$ cat src/rtl/lpd_pkg.sv
// shared types and constants of the length prefix deframer
package lpd_pkg;

    // width of the max frame length register
    localparam int unsigned REG_BITS = 27;
    // length prefix is four bytes, big-endian
    localparam int unsigned LEN_BITS = 32;
    localparam int unsigned SHIFT_BITS = 24;
    localparam logic [1:0] HDR_LAST = 2'd3;
    localparam logic [REG_BITS-1:0] MAX_LEN_RESET = 27'd67108864;

    typedef struct packed {
        logic [7:0] out_byte;
        logic       is_payload;
        logic       last_of_frame;
        logic       empty_frame;
        logic       oversize_error;
    } t_result;

endpackage

$ cat src/rtl/lpd_core.sv
// deframer state: header collection, length check, payload count, sticky error
module lpd_core #(
    parameter int unsigned MAX_LEN_BITS = 27
) (
    input  logic                         i_clk,
    input  logic                         i_rst_n,
    input  logic                         i_cfg_we,
    input  logic [lpd_pkg::REG_BITS-1:0] i_cfg_wdata,
    input  logic                         i_accept,
    input  logic [7:0]                   i_in_byte,
    output logic                         o_has_result,
    output lpd_pkg::t_result             o_result
);

    localparam logic [lpd_pkg::LEN_BITS:0] LEN_MASK =
        (33'd1 << MAX_LEN_BITS) - 33'd1;

    logic [lpd_pkg::REG_BITS-1:0]   r_max_len;
    logic                           r_in_payload, n_in_payload;
    logic [1:0]                     r_hdr_cnt, n_hdr_cnt;
    logic [lpd_pkg::SHIFT_BITS-1:0] r_shift, n_shift;
    logic [MAX_LEN_BITS-1:0]        r_left, n_left;
    logic                           r_err, n_err;

    logic [lpd_pkg::LEN_BITS-1:0]   len_full;
    logic                           oversize;

    assign len_full = {r_shift, i_in_byte};
    assign oversize =
        (len_full > {{(lpd_pkg::LEN_BITS-lpd_pkg::REG_BITS){1'b0}}, r_max_len}) ||
        ({1'b0, len_full} > LEN_MASK);

    always_comb begin
        n_in_payload = r_in_payload;
        n_hdr_cnt    = r_hdr_cnt;
        n_shift      = r_shift;
        n_left       = r_left;
        n_err        = r_err;
        o_has_result = 1'b0;
        o_result     = '0;
        if (i_accept) begin
            if (r_err) begin
                o_has_result            = 1'b1;
                o_result.oversize_error = 1'b1;
            end else if (r_in_payload) begin
                n_left              = r_left - MAX_LEN_BITS'(1);
                o_has_result        = 1'b1;
                o_result.out_byte   = i_in_byte;
                o_result.is_payload = 1'b1;
                if (n_left == '0) begin
                    n_in_payload           = 1'b0;
                    o_result.last_of_frame = 1'b1;
                end
            end else if (r_hdr_cnt != lpd_pkg::HDR_LAST) begin
                n_shift   = {r_shift[lpd_pkg::SHIFT_BITS-9:0], i_in_byte};
                n_hdr_cnt = r_hdr_cnt + 2'd1;
            end else begin
                n_hdr_cnt = '0;
                n_shift   = '0;
                if (oversize) begin
                    n_err                   = 1'b1;
                    o_has_result            = 1'b1;
                    o_result.oversize_error = 1'b1;
                end else if (len_full == '0) begin
                    o_has_result           = 1'b1;
                    o_result.last_of_frame = 1'b1;
                    o_result.empty_frame   = 1'b1;
                end else begin
                    n_left       = len_full[MAX_LEN_BITS-1:0];
                    n_in_payload = 1'b1;
                end
            end
        end
    end

    always_ff @(posedge i_clk) begin
        if (!i_rst_n) begin
            r_max_len    <= lpd_pkg::MAX_LEN_RESET;
            r_in_payload <= 1'b0;
            r_hdr_cnt    <= '0;
            r_shift      <= '0;
            r_left       <= '0;
            r_err        <= 1'b0;
        end else begin
            if (i_cfg_we) begin
                r_max_len <= i_cfg_wdata;
            end
            r_in_payload <= n_in_payload;
            r_hdr_cnt    <= n_hdr_cnt;
            r_shift      <= n_shift;
            r_left       <= n_left;
            r_err        <= n_err;
        end
    end

    a_err_sticky: assert property (@(posedge i_clk) disable iff (!i_rst_n)
        r_err |=> r_err) else $error("error flag cleared without reset");

    a_err_no_payload: assert property (@(posedge i_clk) disable iff (!i_rst_n)
        r_err |-> !r_in_payload) else $error("payload active while in error");

    a_payload_hdr_idle: assert property (@(posedge i_clk) disable iff (!i_rst_n)
        r_in_payload |-> (r_hdr_cnt == '0 && r_left != '0))
        else $error("payload state inconsistent with header count");

endmodule

$ cat src/rtl/lpd_out_reg.sv
// result register between the deframer logic and the output channel
module lpd_out_reg (
    input  logic             i_clk,
    input  logic             i_rst_n,
    input  logic             i_load,
    input  lpd_pkg::t_result i_result,
    input  logic             i_ready,
    output logic             o_can_take,
    output logic             o_valid,
    output lpd_pkg::t_result o_result
);

    logic             r_valid;
    lpd_pkg::t_result r_result;

    // a new request may enter when the slot is empty or drains this cycle
    assign o_can_take = !r_valid || i_ready;
    assign o_valid    = r_valid;
    assign o_result   = r_result;

    always_ff @(posedge i_clk) begin
        if (!i_rst_n) begin
            r_valid <= 1'b0;
        end else if (i_load) begin
            r_valid <= 1'b1;
        end else if (i_ready) begin
            r_valid <= 1'b0;
        end
    end

    always_ff @(posedge i_clk) begin
        if (i_load) begin
            r_result <= i_result;
        end
    end

    a_empty_is_last: assert property (@(posedge i_clk) disable iff (!i_rst_n)
        r_valid && r_result.empty_frame |-> r_result.last_of_frame)
        else $error("empty frame without last flag");

    a_no_overwrite: assert property (@(posedge i_clk) disable iff (!i_rst_n)
        i_load |-> (!r_valid || i_ready)) else $error("result overwritten");

    a_err_exclusive: assert property (@(posedge i_clk) disable iff (!i_rst_n)
        r_valid && r_result.oversize_error |-> !r_result.is_payload)
        else $error("payload flagged on error result");

endmodule

$ cat src/rtl/length_prefix_deframer.sv
// top level of the length prefix deframer
// splits a byte stream into frames, each a 4-byte big-endian length followed by
// that many payload bytes, and forwards payload bytes as they arrive. header
// bytes give no result, except the fourth when the length is zero (one empty
// frame result) or above max_frame_len / outside MAX_LEN_BITS (error result).
// after an oversize length every byte gives an error result until reset.
// one input byte is taken per clock while the output register can take it: the
// state update and length compare sit in one combinational step, and the result
// lands in a single output register that takes bytes while it is empty or its
// previous result leaves this cycle, so a result is seen in the cycle after its
// byte is taken. max_frame_len writes apply to headers completing after the write.
module length_prefix_deframer #(
    parameter int unsigned MAX_LEN_BITS = 27
) (
    input  logic                         i_clk,
    input  logic                         i_rst_n,
    // configuration: max frame length
    input  logic                         i_cfg_we,
    input  logic [lpd_pkg::REG_BITS-1:0] i_cfg_wdata,
    // byte stream in
    input  logic                         i_in_valid,
    output logic                         o_in_ready,
    input  logic [7:0]                   i_in_byte,
    // frame results out
    output logic                         o_out_valid,
    input  logic                         i_out_ready,
    output logic [7:0]                   o_out_byte,
    output logic                         o_is_payload,
    output logic                         o_last_of_frame,
    output logic                         o_empty_frame,
    output logic                         o_oversize_error
);

    logic             in_accept;
    logic             has_result;
    lpd_pkg::t_result core_result;
    lpd_pkg::t_result out_result;

    // input request taken when the result slot can absorb it
    assign in_accept = i_in_valid && o_in_ready;

    lpd_core #(
        .MAX_LEN_BITS(MAX_LEN_BITS)
    ) u_core (
        .i_clk       (i_clk),
        .i_rst_n     (i_rst_n),
        .i_cfg_we    (i_cfg_we),
        .i_cfg_wdata (i_cfg_wdata),
        .i_accept    (in_accept),
        .i_in_byte   (i_in_byte),
        .o_has_result(has_result),
        .o_result    (core_result)
    );

    // only bytes that produce a result load the output register
    lpd_out_reg u_out_reg (
        .i_clk     (i_clk),
        .i_rst_n   (i_rst_n),
        .i_load    (in_accept && has_result),
        .i_result  (core_result),
        .i_ready   (i_out_ready),
        .o_can_take(o_in_ready),
        .o_valid   (o_out_valid),
        .o_result  (out_result)
    );

    assign o_out_byte       = out_result.out_byte;
    assign o_is_payload     = out_result.is_payload;
    assign o_last_of_frame  = out_result.last_of_frame;
    assign o_empty_frame    = out_result.empty_frame;
    assign o_oversize_error = out_result.oversize_error;

endmodule
$ cat config.mk
export PLATFORM = sky130hd
export DESIGN_NAME = length_prefix_deframer
export DESIGN_NICKNAME = d
export VERILOG_FILES = /design/src/rtl/lpd_pkg.sv /design/src/rtl/lpd_core.sv /design/src/rtl/lpd_out_reg.sv /design/src/rtl/length_prefix_deframer.sv
export SDC_FILE = /design/constraint.sdc
export NUM_CORES = 1
export LEC_CHECK = 0
export BUFFER_PORTS_ARGS = -buffer_cell sky130_fd_sc_hd__buf_2
export CAP_MARGIN = 25
export CORE_ASPECT_RATIO = 1.4
export CORE_MARGIN = 2
export CORE_UTILIZATION = 35
export CTS_CLUSTER_DIAMETER = 200
export CTS_CLUSTER_SIZE = 24
export DETAILED_ROUTE_END_ITERATION = 8
export GPL_TIMING_DRIVEN = 0
export PLACE_DENSITY = 0.5
export SLEW_MARGIN = 0
export SYNTH_ARGS = -nofsm -noshare
export SYNTH_HDL_FRONTEND = slang
export SYNTH_SLANG_ARGS = --single-unit
export TNS_END_PERCENT = 10
$ cat constraint.sdc
create_clock -name i_clk -period 6 [get_ports i_clk]
set_input_delay 0.6 -clock i_clk [delete_from_list [all_inputs] [get_ports i_clk]]
set_output_delay 0.6 -clock i_clk [all_outputs]
set_load 0.02 [all_outputs]
== After elaboration in Yosys (flattened, before gate mapping) ==
Index checks and enable logic that the tools add are counted.

* Add/subtract/negate cells: 2
* $lt $le $gt $ge: 2
* Eq/ne operators: 4
* Mux-type cells: 31
* Bitwise operators: 3
* Reduce and logical (&&, ||, !) cells: 14

{| class="wikitable"
|+ Operators by type and width
! cell !! number
|-
| 27-bit two-way mux || 4
|-
| 32-bit by 27-bit > comparator with 1-bit output || 1
|-
| 32-bit by 27-bit > comparator with 1-bit output, second input constant || 1
|-
| 32-bit logical NOT || 1
|-
| 27-bit logical NOT || 1
|-
| 27-bit by 1-bit subtractor with 27-bit output, second input constant || 1
|-
| 24-bit two-way mux || 1
|-
| 1-bit two-way mux || 22
|-
| 2-bit two-way mux || 3
|-
| 2-bit by 1-bit inequality test with 1-bit output, second input constant || 3
|-
| 5-bit AND reduction || 1
|-
| 5-bit OR reduction || 1
|-
| 3-bit two-way mux || 1
|-
| 1-bit NOT || 3
|-
| 3-bit AND reduction || 1
|-
| 3-bit OR reduction || 1
|-
| 2-bit by 1-bit adder with 2-bit output, second input constant || 1
|-
| 1-bit logical AND || 2
|-
| 1-bit logical OR || 2
|-
| 2-bit inequality test, second input constant || 1
|-
| 2-bit AND reduction || 1
|-
| 2-bit nonzero test || 1
|-
| 2-bit OR reduction || 1
|-
| 1-bit logical NOT || 1
|}

* Flip-flop bits (word level): 95
* Input bits: 40
* Logic and storage cells: 68

== Depth between registers and ports, before layout ==
* Depth in word-level cells: 9
* Depth in mapped cells: 11
* Mapped depth without buffers: 9

== Cells and area by module ==
From an unflattened synthesis, not the netlist that was laid out.

* Cells, all modules: 599
* Area, all modules: 5,117.4 um2

{| class="wikitable"
|+ By module, submodules not included
! module !! instances !! cells an instance !! area each (um2)
|-
| lpd_core || 1 || 581 || 4,695.8
|-
| lpd_out_reg || 1 || 16 || 409.1
|-
| length_prefix_deframer || 1 || 2 || 12.5
|}

== Least setup slack after synthesis ==
OpenSTA, ideal clock, no wires.

* Path kind: in2reg
* From: input i_in_byte[7]
* To: register u_out_reg.r_result, in the netlist u_out_reg.o_result[0] (enable)
* Setup time: 302 ps
* Arrival: 2,611 ps
* Required time: 5,698 ps
* Slack: 3,087 ps
* Stages on the path: 8
* Cells stage by stage: ha_1 > a21oi_1 > o21ai_0 > a221o_1 > o311ai_0 > and2_1 > a21oi_1 > o311a_1

* Word-level cells in the longest chain between the ends: 8

{| class="wikitable"
|+ Ends and longest elaborated chain
! what !! RTL line !! RTL
|-
| start: declaration || length_prefix_deframer.sv:23 || <nowiki>input logic [7:0] i_in_byte,</nowiki>
|-
| 32-bit by 27-bit > comparator with 1-bit output, or another cell as far along || lpd_core.sv:30 || <nowiki>(len_full > {{(lpd_pkg::LEN_BITS-lpd_pkg::REG_BITS){1'b0}}, r_max_len}) ||</nowiki>
|-
| 1-bit logical OR / 1-bit two-way mux (equally long branches) || lpd_core.sv:30, lpd_core.sv:64 ||
|-
| 1-bit two-way mux (*) || lpd_core.sv:60 || <nowiki>if (oversize) begin</nowiki>
|-
| 1-bit two-way mux (*) || lpd_core.sv:54 || <nowiki>end else if (r_hdr_cnt != lpd_pkg::HDR_LAST) begin</nowiki>
|-
| 1-bit two-way mux (*) || lpd_core.sv:45 || <nowiki>end else if (r_in_payload) begin</nowiki>
|-
| 1-bit two-way mux (*) || lpd_core.sv:42 || <nowiki>if (r_err) begin</nowiki>
|-
| 1-bit two-way mux (*) || lpd_core.sv:41 || <nowiki>if (i_accept) begin</nowiki>
|-
| 1-bit logical AND (*) || length_prefix_deframer.sv:59 || <nowiki>.i_load (in_accept && has_result),</nowiki>
|-
| via u_out_reg.i_load || lpd_out_reg.sv:5 || <nowiki>input logic i_load,</nowiki>
|-
| end signal: assignment || lpd_out_reg.sv:33 || <nowiki>r_result <= i_result;</nowiki>
|-
| end: declaration || lpd_out_reg.sv:14 || <nowiki>lpd_pkg::t_result r_result;</nowiki>
|}

The timed path passes the listed nets; every way through them passes the cells marked *.
A chain may end at the register's enable or synchronous reset.

== Worst setup path in the final report ==
* From: register u_core.r_shift[1] (netlist bit)
* To: register u_core.r_left[23]

* Word-level cells in the longest chain between the ends: 4

{| class="wikitable"
|+ Ends and longest elaborated chain
! what !! RTL line !! RTL
|-
| start: declaration || lpd_core.sv:21 || <nowiki>logic [lpd_pkg::SHIFT_BITS-1:0] r_shift, n_shift;</nowiki>
|-
| start signal: assignment || lpd_core.sv:90 || <nowiki>r_shift <= n_shift;</nowiki>
|-
| 32-bit by 27-bit > comparator with 1-bit output, on equally long branches || lpd_core.sv:30, lpd_core.sv:31 ||
|-
| 1-bit logical OR || lpd_core.sv:30 ||
|-
| 2-bit by 1-bit inequality test with 1-bit output (no source line) || -- ||
|-
| 5-bit AND reduction (no source line) (*) || -- ||
|-
| end signal: assignment || lpd_core.sv:91 || <nowiki>r_left <= n_left;</nowiki>
|-
| end: declaration || lpd_core.sv:22 || <nowiki>logic [MAX_LEN_BITS-1:0] r_left, n_left;</nowiki>
|}

Mark *: on every way between the ends. The rest lies on a longest branch, timed or not.

==> key figures <==
Place
  – Placed cell count: 918
  – I/O Buffers: 51
  – Post-DP HPWL: 14.17 mm
  – Worst slack, placed: 2037 ps
  – Final GP Congestion: 0.9260

Power and ir drop
  – Power, Total: 1.524 mW
  – Switch Pwr: 0.4184 mW
  – Net Sw Frac: 27.45%
  – VDD IR-drop max: 0.1251 mV
  – Clock group share of total power: 40.8%
  – Flop pwr share: 44.8%
  – Logic gate share of total power: 14.4%
  – Pwr Density: 240.4 nW/um^2
  – P_int: 1.106 mW
  – Leak: 2.555 nW

Critical path
  – Reg2reg path depth: 9
  – Crit-path max FO: 10
  – Reg-to-Reg Start: u_core.r_shift[1]
  – Worst EP arrival: 3860 ps
  – Crit path from: u_core.r_shift[1]
  – Worst setup path category: flop to flop
  – Worst setup EP type: flop
  – Startpoint types: flop
  – Critical Path RT: 6240 ps

Run
  – Max Cap Viol: 0

Yosys
  – Post-Synthesis Cells: 670
  – Seq cells post-synth: 95
  – Async set or reset register ratio after synthesis: 0%
  – Mapped Nets: 740
  – Post-synth top area share: 30.09%
  – Syn avg cell area: 8.243 um^2
  – Distinct cells, synth: 64
  – Yosys top cell by area: dfxtp_1
  – Synth area leaders: dfxtp_1, ha_1, edfxtp_1
  – Netlist Area Pre-Place: 5523 um^2
  – Ys flop type: dfxtp_1
  – Synth warn: 0
  – Top post-synthesis cells by count: dfxtp_1, nor2_1, a21oi_1, inv_1, clkbuf_1
  – Seq/Total Area, Yosys: 36.61%
  – Post-synth EDFFs: 12

Route
  – First DRT Iteration DRCs: 320
  – Via count: 5397
  – Routed WL: 19.15 mm
  – Drt wl/cell: 20.50 um
  – Pre-antenna DRT Iters: 5
  – Post-route ant nets: 0
  – DRC viols: 0
  – Vias per Instance: 5.778

Die
  – Starting Density: 35.54%
  – Die height: 152.6 um
  – Die width: 110.2 um
  – Core region area: 15540 um^2
  – IO Pins: 54
  – Rows: 54
  – Die area: 16810 um^2

Clocking
  – Root buffer cell: clkbuf_16
  – H-tree Lvls: 3
  – CTS sink cnt: 95
  – CTS clock-pin slew for the worst setup and hold paths: 70 ps
  – Post-cts sizing count: 0
  – CTS tree: built
  – Clock Latency Late Sink: 360 ps
  – Post-CTS Hold Buffers: 0
  – CTS buffer count: 9
  – Setup Fix Bufs, Post-CTS: 0
  – CTS Buffer Depth: 2

STA
  – Final Critical Period: 3629 ps
  – Post-layout worst setup margin: 2371 ps
  – Hold Violations, Final: 0
  – Worst-margin pin slew: 931.5 ps
  – RSZ-0062 raised after global routing: no
  – Setup Viol. Count Final: 0
  – Fmax: 275.6 MHz
  – Worst Skew: 10.31 ps
  – Final period util: 60.48%
  – Max Slew Vio Count: 0
  – Hold_ws: 451.5 ps
  – Post-Route Setup TNS: 0 ps
  – Slew headroom: 37.11%

Layout
  – Area growth syn-to-layout: 14.82%
  – Final Net Count: 803
  – FILL cells: 1637
  – Post-Layout Cell Count: 934
  – Share of cells above drive strength 1: 11.25%
  – ANT cells: 0

GRT
  – First-pass GRT wire length: 29.63 mm
  – Largest net degree at the start of global routing: 16
  – Tot GR Track Use: 23.39%
  – Vias in the first global route: 5341
  – Overflow after GRT: 0
  – Initial antenna violation count: 0

Run status
  – Status: finished, final reports clean

Hold path
  – Hold path depth: 3
  – Hold path start: i_cfg_wdata[26]
  – Hold/Removal Path Class: primary input to flop
==> layout by cell type (no fill, tap or decap), types with 15 or more instances in the layout <==
| cell | n |
|---|---|
| clkbuf_1 | 44 |
| ha_1 | 30 |
| buf_2 | 54 |
| nand2_1 | 38 |
| nor3b_1 | 19 |
| a21oi_1 | 54 |
| nor3_1 | 20 |
| inv_1 | 47 |
| a32o_1 | 15 |
| nor4_1 | 19 |
| nor2_1 | 83 |
| dfxtp_1 | 83 |
| mux2i_1 | 29 |
| o21ai_0 | 23 |
==> critical path, stage by stage, from the launching register on <==
cell and delay (ps):
dfxtp_1 500, ha_1 300, nand4_1 200, nor2_1 80, a221o_1 350, o311ai_0 830
nand3_1 540, nand2_2 270, buf_2 300, o211ai_1 140
==> sequential cells by signal, summed over array words and instances (netlist names) <==
| name | count |
|---|---|
| u_out_reg.o_valid | 1 |
| u_core.r_max_len | 27 |
| u_core.r_left | 27 |
| u_core.r_err | 1 |
| u_out_reg.o_result | 12 |
| u_core.r_shift | 24 |
| u_core.r_hdr_cnt | 2 |
| u_core.r_in_payload | 1 |
==> final timing paths <==
kind | endpoint | slack [ps]
worst max register to register | u_core.r_left[23] | 2370
worst min-delay path | u_core.r_max_len[26] | 450
worst min register to register | u_core.r_max_len[12] | 490
worst max-delay path | u_core.r_left[23] | 2370
==> cell type report <==
class / count / area (um^2) / area share (%)
inverter: 47 / 176.4 / 2.782
tap: 196 / 245.2 / 3.867
timing repair buffer: 52 / 260.3 / 4.104
buffer: 50 / 224.0 / 3.532
multi-input combinational: 478 / 3100 / 48.89
clock inverter: 2 / 37.54 / 0.5919
sequential: 95 / 2022 / 31.89
clock buffer: 14 / 275.3 / 4.341
==> power groups by stage <==
stage,combinational (mW),clock (mW),sequential (mW)
global placement,0.216,0,0.696
CTS,0.220,0.635,0.683
floorplan,0.147,0,0.689
global route,0.244,0.660,0.685
detailed placement,0.219,0,0.697
finish,0.219,0.623,0.683
==> metal layers <==
| layer | track usage [%] | share of wire (%) |
|---|---|---|
| met4 | 12.56 | 4.4 |
| met3 | 3.807 | 6.2 |
| met5 | 0 | 0 |
| met2 | 39.26 | 50 |
| met1 | 27.92 | 40 |
==> cell families (layout without fill, tap and decap cells) <==
group                      count (synthesis)  count (layout)  share of synthesized area [%]
and+or+nand+nor                          260             260                          24.90
buffers and inverters                     97             165                          7.250
xor gates and xnor gates                   2               2                         0.3172
muxes                                     29              29                          5.256
AOI/OAI and AO/OA                        157             157                          18.87
adders and majority gates                 30              30                          6.797
DFF                                       95              95                          36.61
==> metrics by stage <==
step / utilization (%) / cell area (um^2)
6_report: 40.81 / 6341
5_1_grt: 40.81 / 6341
4_1_cts: 40.81 / 6341
3_5_place_dp: 38.79 / 6028
3_3_place_gp: 38.76 / 6023
2_1_floorplan: - / 5523
Power figures use the tool's default switching activity.
